<file path="src/design/ffha_pkg.sv">
// ----------------------------------------------------------------------------
// ffha_pkg
// Shared constants, record layout and controller/datapath command types for
// the first-fit heap allocator.
// ----------------------------------------------------------------------------
package ffha_pkg;

  localparam int HEAP_CAPACITY_BYTES = 16384;
  localparam int GRANULE_BYTES       = 8;
  localparam int HEADER_BYTES        = 24;
  localparam int NGRAN               = HEAP_CAPACITY_BYTES / GRANULE_BYTES;
  localparam int GIDX_W              = $clog2(NGRAN);
  localparam int HDR_G               = (HEADER_BYTES + GRANULE_BYTES - 1) / GRANULE_BYTES;
  localparam int HDR_B               = HDR_G * GRANULE_BYTES;
  localparam int MIN_BLOCK           = HDR_B + GRANULE_BYTES;
  localparam int MIN_G               = MIN_BLOCK / GRANULE_BYTES;

  typedef enum logic [1:0] {
    OP_INIT   = 2'd0,
    OP_ALLOC  = 2'd1,
    OP_FREE   = 2'd2,
    OP_EXTEND = 2'd3
  } opcode_t;

  typedef enum logic [2:0] {
    ST_OK          = 3'd0,
    ST_NOT_INIT    = 3'd1,
    ST_BAD_ARGS    = 3'd2,
    ST_BAD_PTR     = 3'd3,
    ST_NOT_BLOCK   = 3'd4,
    ST_DOUBLE_FREE = 3'd5,
    ST_NO_FIT      = 3'd6
  } status_t;

  typedef struct packed {
    logic              mark;
    logic              used;
    logic [GIDX_W-1:0] size;
  } rec_t;

  typedef enum logic [4:0] {
    DP_NOP,
    DP_LOAD,
    DP_CLR_STEP,
    DP_INIT_SET,
    DP_WALK_START,
    DP_RD_G,
    DP_RD_B,
    DP_RD_NX,
    DP_STEP,
    DP_FAIL,
    DP_A_SPLIT,
    DP_A_MARK,
    DP_L_EV,
    DP_L_DONE,
    DP_F_SAVE,
    DP_KEEP,
    DP_F_BWR,
    DP_F_NXMERGE,
    DP_CLR_G,
    DP_F_PMERGE,
    DP_CLR_B,
    DP_E_APPLY,
    DP_EMIT
  } dp_op_t;

  typedef struct packed {
    dp_op_t  op;
    logic    set_status;
    status_t status;
  } dp_cmd_t;

  typedef struct packed {
    opcode_t op;
    logic    heap_ready;
    logic    init_bad;
    logic    free_bad_ptr;
    logic    free_misaligned;
    logic    ext_bad;
    logic    g_lt_end;
    logic    g_lt_b;
    logic    nx_lt_end;
    logic    rd_mark;
    logic    rd_used;
    logic    fit;
    logic    has_prev;
    logic    prev_used;
    logic    clr_last;
  } dp_stat_t;

endpackage

</file>
<file path="src/design/ffha_ctrl.sv">
// ----------------------------------------------------------------------------
// ffha_ctrl
// Operation sequencer: clearing sweeps, chain walks, splits, merges and the
// reply handshake.
// ----------------------------------------------------------------------------
module ffha_ctrl
  import ffha_pkg::*;
(
  input  logic     clk,
  input  logic     rst,
  input  logic     in_valid,
  output logic     in_ready,
  output logic     out_valid,
  input  logic     out_ready,
  input  dp_stat_t stat,
  output dp_cmd_t  cmd
);

  typedef enum logic [4:0] {
    S_RST_CLR, S_IDLE, S_DISPATCH, S_INIT_CLR, S_INIT_WR,
    S_A_RD, S_A_EV, S_A_MARK,
    S_F_CHK, S_F_RD, S_F_EV, S_F_NXRD, S_F_NXEV, S_F_NXCLR, S_F_PREV, S_F_PCLR,
    S_E_RD, S_E_EV,
    S_L_START, S_L_RD, S_L_EV,
    S_DONE
  } state_t;

  state_t state, state_next;
  logic   slot_free;

  assign in_ready  = (state == S_IDLE);
  assign slot_free = !out_valid || out_ready;

  always_comb begin
    state_next = state;
    cmd        = '{op: DP_NOP, set_status: 1'b0, status: ST_OK};
    unique case (state)
      S_RST_CLR: begin
        cmd.op = DP_CLR_STEP;
        if (stat.clr_last) state_next = S_IDLE;
      end
      S_IDLE: begin
        if (in_valid) begin
          cmd.op     = DP_LOAD;
          state_next = S_DISPATCH;
        end
      end
      S_DISPATCH: begin
        state_next     = S_DONE;
        cmd.set_status = 1'b1;
        if (stat.op == OP_INIT) begin
          if (stat.init_bad) cmd.status = ST_BAD_ARGS;
          else begin
            cmd.set_status = 1'b0;
            state_next     = S_INIT_CLR;
          end
        end else if (!stat.heap_ready) begin
          cmd.status = ST_NOT_INIT;
        end else begin
          unique case (stat.op)
            OP_ALLOC: begin
              cmd.set_status = 1'b0;
              cmd.op         = DP_WALK_START;
              state_next     = S_A_RD;
            end
            OP_FREE: begin
              if (stat.free_bad_ptr) cmd.status = ST_BAD_PTR;
              else if (stat.free_misaligned) cmd.status = ST_NOT_BLOCK;
              else begin
                cmd.set_status = 1'b0;
                cmd.op         = DP_RD_B;
                state_next     = S_F_CHK;
              end
            end
            default: begin
              if (stat.ext_bad) cmd.status = ST_BAD_ARGS;
              else begin
                cmd.set_status = 1'b0;
                cmd.op         = DP_WALK_START;
                state_next     = S_E_RD;
              end
            end
          endcase
        end
      end
      S_INIT_CLR: begin
        cmd.op = DP_CLR_STEP;
        if (stat.clr_last) state_next = S_INIT_WR;
      end
      S_INIT_WR: begin
        cmd        = '{op: DP_INIT_SET, set_status: 1'b1, status: ST_OK};
        state_next = S_DONE;
      end
      S_A_RD: begin
        if (stat.g_lt_end) begin
          cmd.op     = DP_RD_G;
          state_next = S_A_EV;
        end else begin
          cmd        = '{op: DP_FAIL, set_status: 1'b1, status: ST_NO_FIT};
          state_next = S_DONE;
        end
      end
      S_A_EV: begin
        if (stat.fit) begin
          cmd.op     = DP_A_SPLIT;
          state_next = S_A_MARK;
        end else begin
          cmd.op     = DP_STEP;
          state_next = S_A_RD;
        end
      end
      S_A_MARK: begin
        cmd        = '{op: DP_A_MARK, set_status: 1'b1, status: ST_OK};
        state_next = S_L_START;
      end
      S_F_CHK: begin
        cmd.set_status = 1'b1;
        state_next     = S_DONE;
        if (!stat.rd_mark) cmd.status = ST_NOT_BLOCK;
        else if (!stat.rd_used) cmd.status = ST_DOUBLE_FREE;
        else begin
          cmd.set_status = 1'b0;
          cmd.op         = DP_F_SAVE;
          state_next     = S_F_RD;
        end
      end
      S_F_RD: begin
        if (stat.g_lt_b) begin
          cmd.op     = DP_RD_G;
          state_next = S_F_EV;
        end else begin
          cmd        = '{op: DP_F_BWR, set_status: 1'b1, status: ST_OK};
          state_next = S_F_NXRD;
        end
      end
      S_F_EV: begin
        cmd.op     = DP_KEEP;
        state_next = S_F_RD;
      end
      S_F_NXRD: begin
        if (stat.nx_lt_end) begin
          cmd.op     = DP_RD_NX;
          state_next = S_F_NXEV;
        end else begin
          state_next = S_F_PREV;
        end
      end
      S_F_NXEV: begin
        if (!stat.rd_used) begin
          cmd.op     = DP_F_NXMERGE;
          state_next = S_F_NXCLR;
        end else begin
          state_next = S_F_PREV;
        end
      end
      S_F_NXCLR: begin
        cmd.op     = DP_CLR_G;
        state_next = S_F_PREV;
      end
      S_F_PREV: begin
        if (stat.has_prev && !stat.prev_used) begin
          cmd.op     = DP_F_PMERGE;
          state_next = S_F_PCLR;
        end else begin
          state_next = S_L_START;
        end
      end
      S_F_PCLR: begin
        cmd.op     = DP_CLR_B;
        state_next = S_L_START;
      end
      S_E_RD: begin
        if (stat.g_lt_end) begin
          cmd.op     = DP_RD_G;
          state_next = S_E_EV;
        end else begin
          cmd        = '{op: DP_E_APPLY, set_status: 1'b1, status: ST_OK};
          state_next = S_L_START;
        end
      end
      S_E_EV: begin
        cmd.op     = DP_KEEP;
        state_next = S_E_RD;
      end
      S_L_START: begin
        cmd.op     = DP_WALK_START;
        state_next = S_L_RD;
      end
      S_L_RD: begin
        if (stat.g_lt_end) begin
          cmd.op     = DP_RD_G;
          state_next = S_L_EV;
        end else begin
          cmd.op     = DP_L_DONE;
          state_next = S_DONE;
        end
      end
      S_L_EV: begin
        cmd.op     = DP_L_EV;
        state_next = S_L_RD;
      end
      S_DONE: begin
        if (slot_free) begin
          cmd.op     = DP_EMIT;
          state_next = S_IDLE;
        end
      end
      default: state_next = S_IDLE;
    endcase
  end

  always_ff @(posedge clk) begin
    if (rst) begin
      state     <= S_RST_CLR;
      out_valid <= 1'b0;
    end else begin
      state <= state_next;
      if (state == S_DONE && slot_free) out_valid <= 1'b1;
      else if (out_ready) out_valid <= 1'b0;
    end
  end

endmodule

</file>
<file path="config.mk">
export PLATFORM = sky130hd
export DESIGN_NAME = ffha_ctrl
export DESIGN_NICKNAME = d
export VERILOG_FILES = /design/src/design/ffha_pkg.sv /design/src/design/ffha_ctrl.sv
export SDC_FILE = /design/constraint.sdc
export NUM_CORES = 1
export LEC_CHECK = 0
export BUFFER_PORTS_ARGS = -buffer_cell sky130_fd_sc_hd__clkbuf_2
export CAP_MARGIN = 0
export CELL_PAD_IN_SITES_DETAIL_PLACEMENT = 1
export CELL_PAD_IN_SITES_GLOBAL_PLACEMENT = 1
export CORE_ASPECT_RATIO = 1.4
export CORE_MARGIN = 2
export CORE_UTILIZATION = 34
export CTS_CLUSTER_DIAMETER = 150
export CTS_CLUSTER_SIZE = 8
export DETAILED_ROUTE_END_ITERATION = 12
export HOLD_SLACK_MARGIN = 0.02
export PLACE_DENSITY = 0.73
export SLEW_MARGIN = 25
export SYNTH_ARGS = -nofsm -noshare
export SYNTH_HDL_FRONTEND = slang
export SYNTH_SLANG_ARGS = --single-unit
</file>
<file path="constraint.sdc">
create_clock -name clk -period 1.6 [get_ports clk]
set_input_delay 0.16 -clock clk [delete_from_list [all_inputs] [get_ports clk]]
set_output_delay 0.16 -clock clk [all_outputs]
set_load 0.01 [all_outputs]
</file>
Yosys cells after proc, flatten, opt, wreduce, memory -nomap -nowiden
Cells that the tools add are included.
{"block": "word_totals", "regBits": 6, "inputBits": 20, "output_inout_bits": 11}
{"block": "classes", "n_eq_ne": 27, "mux": 57, "n_reduce_logical": 14}
{"operator": "5-bit one-hot mux with 20 select lines", "count": 2}
{"operator": "5-bit two-way mux", "count": 20}
{"operator": "5-bit by 4-bit == test with 1-bit output, second input constant", "count": 8}
{"operator": "4-bit two-way mux", "count": 10}
{"operator": "5-bit == test, second input constant", "count": 6}
{"operator": "3-bit two-way mux", "count": 8}
{"operator": "4-bit one-hot mux with 6 select lines", "count": 1}
{"operator": "5-bit by 3-bit == test with 1-bit output, second input constant", "count": 4}
{"operator": "2-bit two-way mux", "count": 7}
{"operator": "5-bit by 2-bit == test with 1-bit output, second input constant", "count": 2}
{"operator": "5-bit one-hot mux with 2 select lines", "count": 1}
{"operator": "2-bit OR reduction", "count": 5}
{"operator": "2-bit inequality test, second input constant", "count": 4}
{"operator": "4-bit one-hot mux with 2 select lines", "count": 1}
{"operator": "1-bit two-way mux", "count": 6}
{"operator": "3-bit one-hot mux with 2 select lines", "count": 1}
{"operator": "5-bit by 1-bit == test with 1-bit output, second input constant", "count": 1}
{"operator": "5-bit logical NOT", "count": 1}
{"operator": "4-bit AND reduction", "count": 1}
{"operator": "2-bit by 1-bit == test with 1-bit output, second input constant", "count": 1}
{"operator": "2-bit == test, second input constant", "count": 1}
{"operator": "1-bit logical AND", "count": 2}
{"operator": "1-bit logical NOT", "count": 2}
{"operator": "2-bit logical NOT", "count": 1}
{"operator": "2 further kinds", "count": 2}

Depth between registers and ports, before layout
Gate-level depths: netlist (run 1).
{"block": "logic_depth", "word_depth": 6, "depth_mapped": 7, "ltp_nobuf": 7}

Worst setup path after synthesis (run 1)
OpenSTA, ideal clock, no wires.
{"block": "synth_timing", "path_type": "flip-flop to output port", "start": "reg state[3]", "end": "out cmd[5] (netlist bit)", "arrival_ns": 1.534, "t_required_ns": 1.440, "setup_slack_ns": -0.094, "stages_incl_launch_ff": 7, "path_buffers": 1, "path_cell_list": "dfxtp_1 -> buf_2 -> nor2_4 -> nand3_2 -> or3_1 -> o221a_1 -> or4b_1"}
{"item": "start, declared", "line": "ffha_ctrl.sv:28", "source": "state_t state, state_next;"}
{"item": "start signal, assigned", "line": "ffha_ctrl.sv:217", "source": "state <= state_next;"}
{"item": "end, declared", "line": "ffha_ctrl.sv:16", "source": "output dp_cmd_t cmd"}

==> results.json, run 1 <==
{
  "async_flop_share_pct": 0,
  "clk_pin_slew_worst_paths_ns": 0.05,
  "grt_pass1_wl_mm": 12.5,
  "endpoint_kind": "primary output",
  "syn_inst": 180,
  "synth_edf_count": 0,
  "cp_data_required_time_ns": 1.44,
  "setup_violations": 15,
  "grt_pass1_vias": 2316,
  "worst_slew_pin_slew_ns": 0.495,
  "p_sw_share_pct": 40.5,
  "io_buffers": 30,
  "synth_area_sq_um": 1260,
  "clockBufferDepth": 2,
  "drc": 0,
  "design_area_sq_um": 2470,
  "boundaryPins": 31,
  "ant_nets": 0,
  "drv_cap": 0,
  "yosysTopAreaCellShare_pct": 9.55,
  "skew_ns": 0.0126,
  "rsz0062_at_grt": "true",
  "antenna_found_initial": 0,
  "clock.fmax_ghz": 0.455,
  "crit_chain": "buf_6 > buf_4 > buf_4 > nor3_1 > a21oi_1 > nor3_1 > or4b_4 > buf_6",
  "dr.pass1.iters": 4,
  "violations": "negative setup slack",
  "hold_viol_final": 0,
  "synth_common_cells": "a21oi_1, nand2_1, nor2b_1, o21ai_0",
  "synthTopCellsByArea": "dfxtp_1, a21oi_1, nor2b_1",
  "grt_remaining_overflow": 0,
  "rows": 26,
  "drive_gt1_share_pct": 62.2,
  "synth-seq-area-share_pct": 9.55,
  "first_iter_violations": 167,
  "yosys.cell_count.top_type": "a21oi_1",
  "relSlewSlack_pct": 66.7,
  "place_hpwl_mm": 4.85,
  "crit_slowest_cell": "or4b_4",
  "die_h_microns": 76.0,
  "ys.flop_type": "dfxtp_1",
  "vias_per_cell": 6.76,
  "path_delay_family": "simple AND/OR/NAND/NOR gates",
  "final_nets": 316,
  "cts.root.buffer_cell": "clkbuf_8",
  "gp_congestion": 0.883,
  "power_uw": 893,
  "clkPwrFrac_pct": 28.7,
  "grt_max_degree": 15,
  "period_needed_ns": 2.20,
  "wire_per_inst_microns": 30.0,
  "place_area_sq_um": 1920,
  "cp_slowest_stage_delay_ns": 0.49,
  "crit_type": "reg2out",
  "die_x_microns": 55.4,
  "synth_seq_cells": 6,
  "cts_sinks": 6,
  "numCtsBuffers": 3,
  "antenna_cells": 0,
  "initial_core_util_pct": 34.8,
  "r2r_start": "state[1]",
  "hp-start": "rst",
  "finalCritPeriodShare_pct": 137,
  "grtUsageTotal_pct": 38.6,
  "clk_latency_ns": 0.24,
  "die-area_sq_um": 4210,
  "yosysWarnings": 0,
  "yosysTopAreaCell": "dfxtp_1",
  "power.internal_uw": 532,
  "cts_tree": "done",
  "start_kind": "flip-flop",
  "combPwrFrac_pct": 53.7,
  "drt_wl_total_mm": 10.0,
  "static-leakage-power_uw": 0.00107,
  "critPathMaxFanout": 7,
  "p_seq_share_pct": 17.6,
  "crit_buf_inv": 4,
  "power_density_nw_per_um2": 362,
  "worstHoldPathType": "in2reg",
  "p_switching_uw": 362,
  "setup_ws_ns": -0.597,
  "syn_to_final_growth_pct": 96.1,
  "hold_buffers": 0,
  "core_area_sq_um": 3610,
  "finalMaxSlewViolations": 0,
  "status": "finished, violations left",
  "syn_avg_cell_area_sq_um": 6.99,
  "syn_nets": 203,
  "cts-htree-levels": 1,
  "timing.critical_path.from": "state[1]",
  "ys_types": 61,
  "vias": 2251,
  "arrival_ns": 2.04,
  "peakVddDrop_v": 0.000569
}
## layer usage
layer,share of wire [%],global-route usage [%],vias to the layer above
met5,0,0,-
met4,10,35.1,0
met3,7.6,7.34,87
met2,48,66.1,174
met1,34,38.2,1079
li1,-,-,911
## flip-flops by register name, summed over array words and instances, names as in the netlist
signal,flops
out_valid,1
state,5
## cell usage in the layout (no fill, tap or decap), types with 4 or more instances in the layout
master     n
nor3_1     5
o21ai_0    4
nor2b_1    7
nand2_1   12
clkbuf_2  22
o21ai_1    4
nor2_1     4
buf_4     77
inv_1      7
a21oi_1   11
nand3_1    6
buf_2      6
or3_4      4
buf_6     16
nor2_4     4
a21oi_2    4
dfxtp_4    4
nand2b_1   8
## path summary, 6_finish.rpt
path | cells past startpoint | slack (ns) | to
hold reg to reg | 2 | 0.57 | out_valid
hold / removal | 2 | 0.29 | state[3]
setup reg to reg | 8 | -0.45 | state[1]
setup / recovery | 8 | -0.60 | cmd[5]
## worst register-to-register path: cells and delay by family, from the launching register on
kind / cells / cell delay, ns
simple gates: 1 / 0.41
compound gates: 4 / 0.71
flops: 1 / 0.39
buf+inv: 3 / 0.44
## power by group through the flow
stage	Clock [uW]	Combinational, uW	Sequential (uW)
2_1_floorplan	0	153	158
3_3_place_gp	0	311	160
3_5_place_dp	0	329	160
4_1_cts	247	368	156
5_1_grt	262	491	156
6_report	257	480	157
## per-stage QoR
step | cells | hold WS (ns) | util (%) | worst slack (ns) | TNS [ns]
after floorplan | 180 | 0.216 | - | -0.0672 | -0.213
after global placement | 306 | 0.437 | 53.3 | -0.251 | -2.09
after detailed placement | 306 | 0.433 | 53.3 | -0.303 | -2.64
after CTS | 324 | 0.227 | 60.9 | -0.533 | -5.16
after global routing | 333 | 0.284 | 68.3 | -0.603 | -5.81
final | 333 | 0.285 | 68.3 | -0.597 | -5.59
## layout make-up
cell class / instances / area (sq um)
multi-input combinational: 151 / 1280
fill: 425 / 1140
timing repair buffer: 122 / 918
sequential: 6 / 136
tap: 42 / 52.6
clock buffer: 3 / 41.3
inverter: 9 / 33.8
## cell families after synthesis
| family | share of synthesized area (%) |
|---|---|
| AO/OA/AOI/OAI | 37.0 |
| AND/OR/NAND/NOR | 38.5 |
| flip-flops | 9.55 |
| adder cells (fa/ha/maj) | 2.99 |
| buffers and inverters | 9.85 |
| XOR/XNOR | 2.09 |
## what timing repair did
item / 4_1_cts / 5_1_grt
resized for setup: 30 / 62
setup buffers: 15 / 14
pin swaps: 17 / 26
endpoints found under the setup margin: 15 / 15
gates cloned: 0 / 1
No activity file was read; power rests on OpenSTA's default activity.
==> inputs of run 2 (changes only) <==
--- a/config.mk
+++ b/config.mk
@@ -11,12 +11,13 @@
 export CELL_PAD_IN_SITES_GLOBAL_PLACEMENT = 1
 export CORE_ASPECT_RATIO = 1.4
 export CORE_MARGIN = 2
-export CORE_UTILIZATION = 34
+export CORE_UTILIZATION = 30
 export CTS_CLUSTER_DIAMETER = 150
 export CTS_CLUSTER_SIZE = 8
 export DETAILED_ROUTE_END_ITERATION = 12
 export HOLD_SLACK_MARGIN = 0.02
-export PLACE_DENSITY = 0.73
+export PLACE_DENSITY = 0.66
+export REMOVE_ABC_BUFFERS = 1
 export SLEW_MARGIN = 25
 export SYNTH_ARGS = -nofsm -noshare
 export SYNTH_HDL_FRONTEND = slang
==> constraint.sdc (replaced) <==
create_clock -name clk -period 1.6 [get_ports clk]
set_input_delay 0.32 -clock clk [delete_from_list [all_inputs] [get_ports clk]]
set_output_delay 0.32 -clock clk [all_outputs]
set_load 0.01 [all_outputs]
==> run 2 against run 1 <==
  * The run still ends with negative setup slack left
  * Via count down 5.9%
  * Clock skew down 0.0089 ns
  * Global-route usage down 5.7 points
  * Fmax down 4.8%
  * Sequential power about the same
  * Die area up 12%
  * Combinational power about the same
  * Flip-flop and latch count unchanged
  * Total power down 0.97%
  * Largest cell class unchanged
  * Largest power group unchanged
  * Highest routed layer unchanged
==> results.json, run 2 (synthesized netlist as in run 1, its figures left out) <==
{
  "power.internal_uw": 553,
  "ant_nets": 0,
  "relSlewSlack_pct": 71.3,
  "boundaryPins": 31,
  "antenna_cells": 0,
  "path_delay_family": "simple AND/OR/NAND/NOR gates",
  "first_iter_violations": 148,
  "mostFrequentLayoutCell": "buf_4",
  "skew_ns": 0.00375,
  "crit_buf_inv": 2,
  "clk_pin_slew_worst_paths_ns": 0.05,
  "grt_max_degree": 12,
  "worst_hold_slack_ns": 0.382,
  "power_uw": 885,
  "dr.pass1.iters": 4,
  "worstHoldPathType": "in2reg",
  "violations": "negative setup slack",
  "initial_core_util_pct": 31.5,
  "cts.root.buffer_cell": "clkbuf_8",
  "p_seq_share_pct": 18.0,
  "setup_violations": 14,
  "grtUsageTotal_pct": 32.9,
  "antenna_found_initial": 0,
  "crit_type": "reg2out",
  "combPwrFrac_pct": 53.9,
  "wire_per_inst_microns": 24.7,
  "static-leakage-power_uw": 0.00109,
  "status": "finished, violations left",
  "place_hpwl_mm": 4.93,
  "pre_cts_slack_ns": -0.623,
  "setup_ws_ns": -0.708,
  "largest_reg_flops": 5,
  "drt_wl_total_mm": 8.41,
  "cts-htree-levels": 1,
  "cp_data_required_time_ns": 1.28,
  "grt_pass1_vias": 2231,
  "rsz0062_at_grt": "true",
  "finalCritPeriodShare_pct": 144,
  "finalMaxSlewViolations": 0,
  "p_switching_uw": 332,
  "crit_slowest_cell": "or3_4",
  "drv_cap": 0,
  "drive_gt1_share_pct": 60.9,
  "syn_to_final_growth_pct": 97.0,
  "hold_viol_final": 0,
  "grt_pass1_wl_mm": 11.7,
  "die_x_microns": 58.7,
  "arrival_ns": 1.99,
  "drc": 0,
  "worst_slew_pin_slew_ns": 0.430,
  "p_sw_share_pct": 37.5,
  "fin_tns_setup_ns": -6.66,
  "endpoint_kind": "primary output",
  "clock.fmax_ghz": 0.433,
  "start_kind": "flip-flop",
  "grt_remaining_overflow": 0,
  "die_h_microns": 80.6,
  "cts_sinks": 6,
  "crit_chain": "buf_12 > or3_4 > or3_4 > a21oi_4 > a31oi_4 > o211ai_1 > buf_2",
  "critPathMaxFanout": 10,
  "clkPwrFrac_pct": 28.1,
  "period_needed_ns": 2.31,
  "power_density_nw_per_um2": 357,
  "io_buffers": 30,
  "clk_latency_ns": 0.23,
  "largest_register": "state",
  "cts_tree": "done",
  "final_nets": 322,
  "core_area_sq_um": 3990,
  "vias": 2118,
  "numCtsBuffers": 3,
  "crit_top_cell": "or3_4",
  "layout_common_cells": "buf_4, clkbuf_2, buf_6, a21oi_1, nand2_1",
  "clockBufferDepth": 2,
  "peakVddDrop_v": 0.000377,
  "vias_per_cell": 6.23,
  "die-area_sq_um": 4730,
  "largestRegisters": "state x5, out_valid x1",
  "cp_slowest_stage_delay_ns": 0.42,
  "gp_congestion": 0.875,
  "rows": 27
}
==> run 2: final timing paths <==
path	start	to	slack (ns)	cells after the start
max	state[1]	cmd[3]	-0.71	7
min	rst	state[4]	0.38	2
min reg2reg	out_valid	out_valid	0.60	2
max reg2reg	state[0]	state[0]	-0.36	7
==> run 2: power by group through the flow <==
stage / combinational, uW / clock [uW] / sequential [uW]
after detailed placement: 327 / 0 / 169
after global routing: 499 / 265 / 159
after CTS: 395 / 236 / 158
final: 477 / 249 / 159
after floorplan: 120 / 0 / 174
after global placement: 315 / 0 / 169
==> run 2: area by class of cell <==
cell class                 instances  area [sq um]
inverter                           9          33.8
multi-input combinational        151          1250
clock buffer                       3          41.3
timing repair buffer             128           962
sequential                         6           131
tap                               43          53.8
fill                             507          1510
==> run 2: per-layer routing <==
layer / wire length, microns / GRT usage, % / part of all wire [%] / up-vias
li1: - / - / - / 923
met1: 3020 / 33.1 / 36 / 1030
met2: 4360 / 61.9 / 52 / 119
met3: 451 / 3.54 / 5.4 / 46
met4: 574 / 21.1 / 6.8 / 0
met5: 0 / 0 / 0 / -
==> run 2: through the flow <==
| step | utilization [%] | std cells | instance area (sq um) |
|---|---|---|---|
| floorplan | - | 166 | 1170 |
| global placement | 50.3 | 322 | 2010 |
| detailed placement | 50.3 | 322 | 2010 |
| CTS | 57.5 | 337 | 2290 |
| global route | 62.1 | 340 | 2480 |
| finish | 62.1 | 340 | 2480 |
==> run 2: timing repair <==
item | in CTS | in global routing
gates cloned | 0 | 0
setup endpoints to repair | 15 | 15
resized for setup | 43 | 41
pin swaps | 14 | 20
setup buffers | 13 | 3
hold buffers | 0 | 0
==> inputs of run 3 (changes only) <==
--- a/config.mk
+++ b/config.mk
@@ -10,13 +10,11 @@
 export CELL_PAD_IN_SITES_DETAIL_PLACEMENT = 1
 export CELL_PAD_IN_SITES_GLOBAL_PLACEMENT = 1
 export CORE_ASPECT_RATIO = 1.4
-export CORE_MARGIN = 2
-export CORE_UTILIZATION = 30
+export CORE_UTILIZATION = 34
 export CTS_CLUSTER_DIAMETER = 150
 export CTS_CLUSTER_SIZE = 8
 export DETAILED_ROUTE_END_ITERATION = 12
-export HOLD_SLACK_MARGIN = 0.02
-export PLACE_DENSITY = 0.66
+export PLACE_DENSITY = 0.73
 export REMOVE_ABC_BUFFERS = 1
 export SLEW_MARGIN = 25
 export SYNTH_ARGS = -nofsm -noshare
==> run 3 against run 2 <==
  * Area after synthesis is the same
  * The run now fails in 5_1_grt
  * Synthesized cell count unchanged
==> results.json, run 3 <==
{
  "cts_sinks": 6,
  "synth_common_cells": "a21oi_1, nand2_1, nor2b_1, o21ai_0",
  "synth_seq_cells": 6,
  "pre_cts_slack_ns": -0.631,
  "status": "aborted with a tool error",
  "haltStage": "5_1_grt",
  "yosysTopAreaCell": "dfxtp_1",
  "async_flop_share_pct": 0,
  "cts-htree-levels": 1,
  "yosysWarnings": 0,
  "grtUsageTotal_pct": 76.5,
  "cts.root.buffer_cell": "clkbuf_8",
  "synth-seq-area-share_pct": 9.55,
  "synth_area_sq_um": 1260,
  "syn_avg_cell_area_sq_um": 6.99,
  "gp_congestion": 1.07,
  "die_x_microns": 53.4,
  "synth_edf_count": 0,
  "ys.flop_type": "dfxtp_1",
  "rows": 25,
  "clockBufferDepth": 2,
  "initial_core_util_pct": 36.5,
  "io_buffers": 30,
  "yosys.cell_count.top_type": "a21oi_1",
  "hold_buffers": 0,
  "die_h_microns": 74.0,
  "synthTopCellsByArea": "dfxtp_1, a21oi_1, nor2b_1",
  "syn_inst": 180,
  "first-error": "[ERROR GRT-0232] Routing congestion too high. Check the congestion heatmap in the GUI.",
  "grt_max_degree": 18,
  "numCtsBuffers": 3,
  "yosysTopAreaCellShare_pct": 9.55,
  "grt_remaining_overflow": 90,
  "boundaryPins": 31,
  "place_hpwl_mm": 5.51,
  "ys_types": 61
}
run 3: cell counts after synthesis:
No cell type changed its count.
run 3: kinds of logic after synthesis:
| kind of cell | count (synthesis) | synth area share [%] |
|---|---|---|
| AOI/OAI and AO/OA | 65 | 37.0 |
| and+or+nand+nor | 80 | 38.5 |
| adders and majority gates | 3 | 2.99 |
| xor gates and xnor gates | 3 | 2.09 |
| DFF | 6 | 9.55 |
| buffers and inverters | 23 | 9.85 |
run 3: routing by layer:
layer	GRT usage [%]	overflow
met1	71.2	0
met2	99.0	50
met4	97.7	40
met3	48.9	0
met5	0	0
run 3: repair_timing:
item                                    in CTS
pin swaps                                   21
resized for setup                           70
endpoints found under the setup margin      15
setup buffers                               11
run 3: stage by stage:
| stage | cell area (sq um) | hold slack, ns | cells | setup TNS, ns | utilization, % |
|---|---|---|---|---|---|
| after global placement | 1980 | 0.535 | 313 | -4.96 | 57.6 |
| after floorplan | 1170 | 0.383 | 166 | -4.57 | - |
| after CTS | 2360 | 0.377 | 325 | -5.57 | 68.7 |
| after detailed placement | 1980 | 0.548 | 313 | -6.02 | 57.6 |
==> inputs of run 4 (changes only) <==
==> config.mk (replaced) <==
export PLATFORM = sky130hd
export DESIGN_NAME = ffha_ctrl
export DESIGN_NICKNAME = d
export VERILOG_FILES = /design/src/design/ffha_pkg.sv /design/src/design/ffha_ctrl.sv
export SDC_FILE = /design/constraint.sdc
export NUM_CORES = 1
export LEC_CHECK = 0
export BUFFER_PORTS_ARGS = -buffer_cell sky130_fd_sc_hd__clkbuf_2
export CAP_MARGIN = 0
export CORE_AREA = 2 2 63 65
export DETAILED_ROUTE_END_ITERATION = 12
export DIE_AREA = 0 0 65 67
export PLACE_DENSITY_LB_ADDON = 0.15
export REMOVE_ABC_BUFFERS = 1
export SLEW_MARGIN = 25
export SYNTH_ARGS = -nofsm -noshare
export SYNTH_HDL_FRONTEND = slang
export SYNTH_SLANG_ARGS = --single-unit
==> constraint.sdc (replaced) <==
create_clock -name clk -period 2.1 [get_ports clk]
set_input_delay 0.42 -clock clk [delete_from_list [all_inputs] [get_ports clk]]
set_output_delay 0.42 -clock clk [all_outputs]
set_load 0.01 [all_outputs]
==> run 4 against run 3 <==
  * The flow now finishes, with violations (negative setup slack)
==> results.json, run 4 (synthesized netlist as in run 1, its figures left out) <==
{
  "status": "finished, violations left",
  "violations": "negative setup slack",
  "power_density_nw_per_um2": 249,
  "die_x_microns": 65,
  "dr.pass1.iters": 4,
  "hold_buffers": 0,
  "largest_register": "state",
  "cts.root.buffer_cell": "clkbuf_8",
  "start_kind": "flip-flop",
  "timing.critical_path.from": "state[1]",
  "clk_pin_slew_worst_paths_ns": 0.04,
  "drt_wl_total_mm": 5.86,
  "setup_violations": 7,
  "first_iter_violations": 169,
  "place_area_sq_um": 1840,
  "endpoint_kind": "primary output",
  "cts_tree": "done",
  "grt_max_degree": 16,
  "wire_per_inst_microns": 17.7,
  "design_area_sq_um": 2320,
  "core_area_sq_um": 3610,
  "numCtsBuffers": 3,
  "vias_per_cell": 5.88,
  "fin_tns_setup_ns": -0.787,
  "clk_latency_ns": 0.22,
  "arrival_ns": 1.86,
  "io_buffers": 30,
  "worstHoldPathType": "in2reg",
  "critPathMaxFanout": 6,
  "layout_common_cells": "buf_4, clkbuf_2, a21oi_1, buf_6, nand2_1",
  "largest_reg_flops": 5,
  "grt_remaining_overflow": 0,
  "die-area_sq_um": 4360,
  "hold_viol_final": 0,
  "drc": 0,
  "mostFrequentLayoutCell": "buf_4",
  "antenna_found_initial": 0,
  "cts-htree-levels": 1,
  "worst_hold_slack_ns": 0.472,
  "drive_gt1_share_pct": 58.3,
  "period_needed_ns": 2.28,
  "worst_slew_pin_slew_ns": 0.455,
  "relSlewSlack_pct": 69.5,
  "grt_pass1_vias": 1850,
  "power.internal_uw": 378,
  "peakVddDrop_v": 0.000201,
  "rows": 22,
  "largestRegisters": "state x5, out_valid x1",
  "static-leakage-power_uw": 0.00102,
  "clock.fmax_ghz": 0.439,
  "skew_ns": 0.00161,
  "finalMaxSlewViolations": 0,
  "antenna_cells": 0,
  "clockBufferDepth": 2,
  "cp_data_required_time_ns": 1.68,
  "p_seq_share_pct": 20.8,
  "crit_type": "reg2out",
  "rsz0062_at_grt": "true",
  "grtUsageTotal_pct": 25.9,
  "initial_core_util_pct": 34.9,
  "place_hpwl_mm": 4.22,
  "syn_to_final_growth_pct": 84.5,
  "finalCritPeriodShare_pct": 109,
  "r2r_start": "state[1]",
  "boundaryPins": 31,
  "ant_nets": 0,
  "vias": 1945,
  "final_nets": 308,
  "grt_pass1_wl_mm": 8.72,
  "combPwrFrac_pct": 49.0,
  "drv_cap": 0,
  "cts_sinks": 6,
  "clkPwrFrac_pct": 30.2,
  "p_switching_uw": 201,
  "hp-start": "rst",
  "final_util_pct": 64.3,
  "p_sw_share_pct": 34.7,
  "gp_congestion": 0.980,
  "pre_cts_slack_ns": -0.205,
  "setup_ws_ns": -0.180,
  "die_h_microns": 67
}
==> run 4: per-layer routing <==
layer  part of all wire [%]  track usage [%]  wire (microns)
met1                     41             30.8            2410
met2                     50             48.2            2900
met3                    6.1             3.72             360
met4                    3.2             6.65             185
met5                      0                0               0
==> run 4: metrics by stage <==
stage	power, uW	cells
global route	607	331
floorplan	224	166
global placement	343	306
detailed placement	347	306
CTS	546	320
finish	578	331
==> run 4: timing repair <==
item,in CTS,in global routing
gates resized for setup,41,37
endpoints found under the setup margin,9,9
buffers inserted,11,11
pin swaps,14,14
endpoints found under the hold margin,0,0
==> run 4: critical path: stages (launching register included) <==
cell and delay [ns]:
dfxtp_4 0.37, or3_4 0.41, or3_4 0.37, a21oi_2 0.14, a31oi_2 0.07, o211ai_1 0.12
buf_2 0.16
==> run 4: final timing paths <==
kind,depth (start not counted),slack (ns),to
setup / recovery,6,-0.18,cmd[3]
hold / removal,2,0.47,state[4]
setup reg to reg,8,0.12,state[0]
hold reg to reg,2,0.53,out_valid
==> run 4: power groups by stage <==
stage                     Combinational [uW]  Sequential (uW)  Clock, uW
after floorplan                         91.4              132          0
after global placement                   217              126          0
after detailed placement                 221              126          0
after CTS                                249              119        178
after global routing                     302              121        184
final                                    283              120        175
==> run 4: layout make-up <==
type | instances | area, sq um
repair buffers | 114 | 855
well taps | 48 | 60.1
flip-flops and latches | 6 | 139
multi-input cells | 151 | 1190
inverters | 9 | 36.3
clock buffers | 3 | 41.3
fillers | 311 | 1290
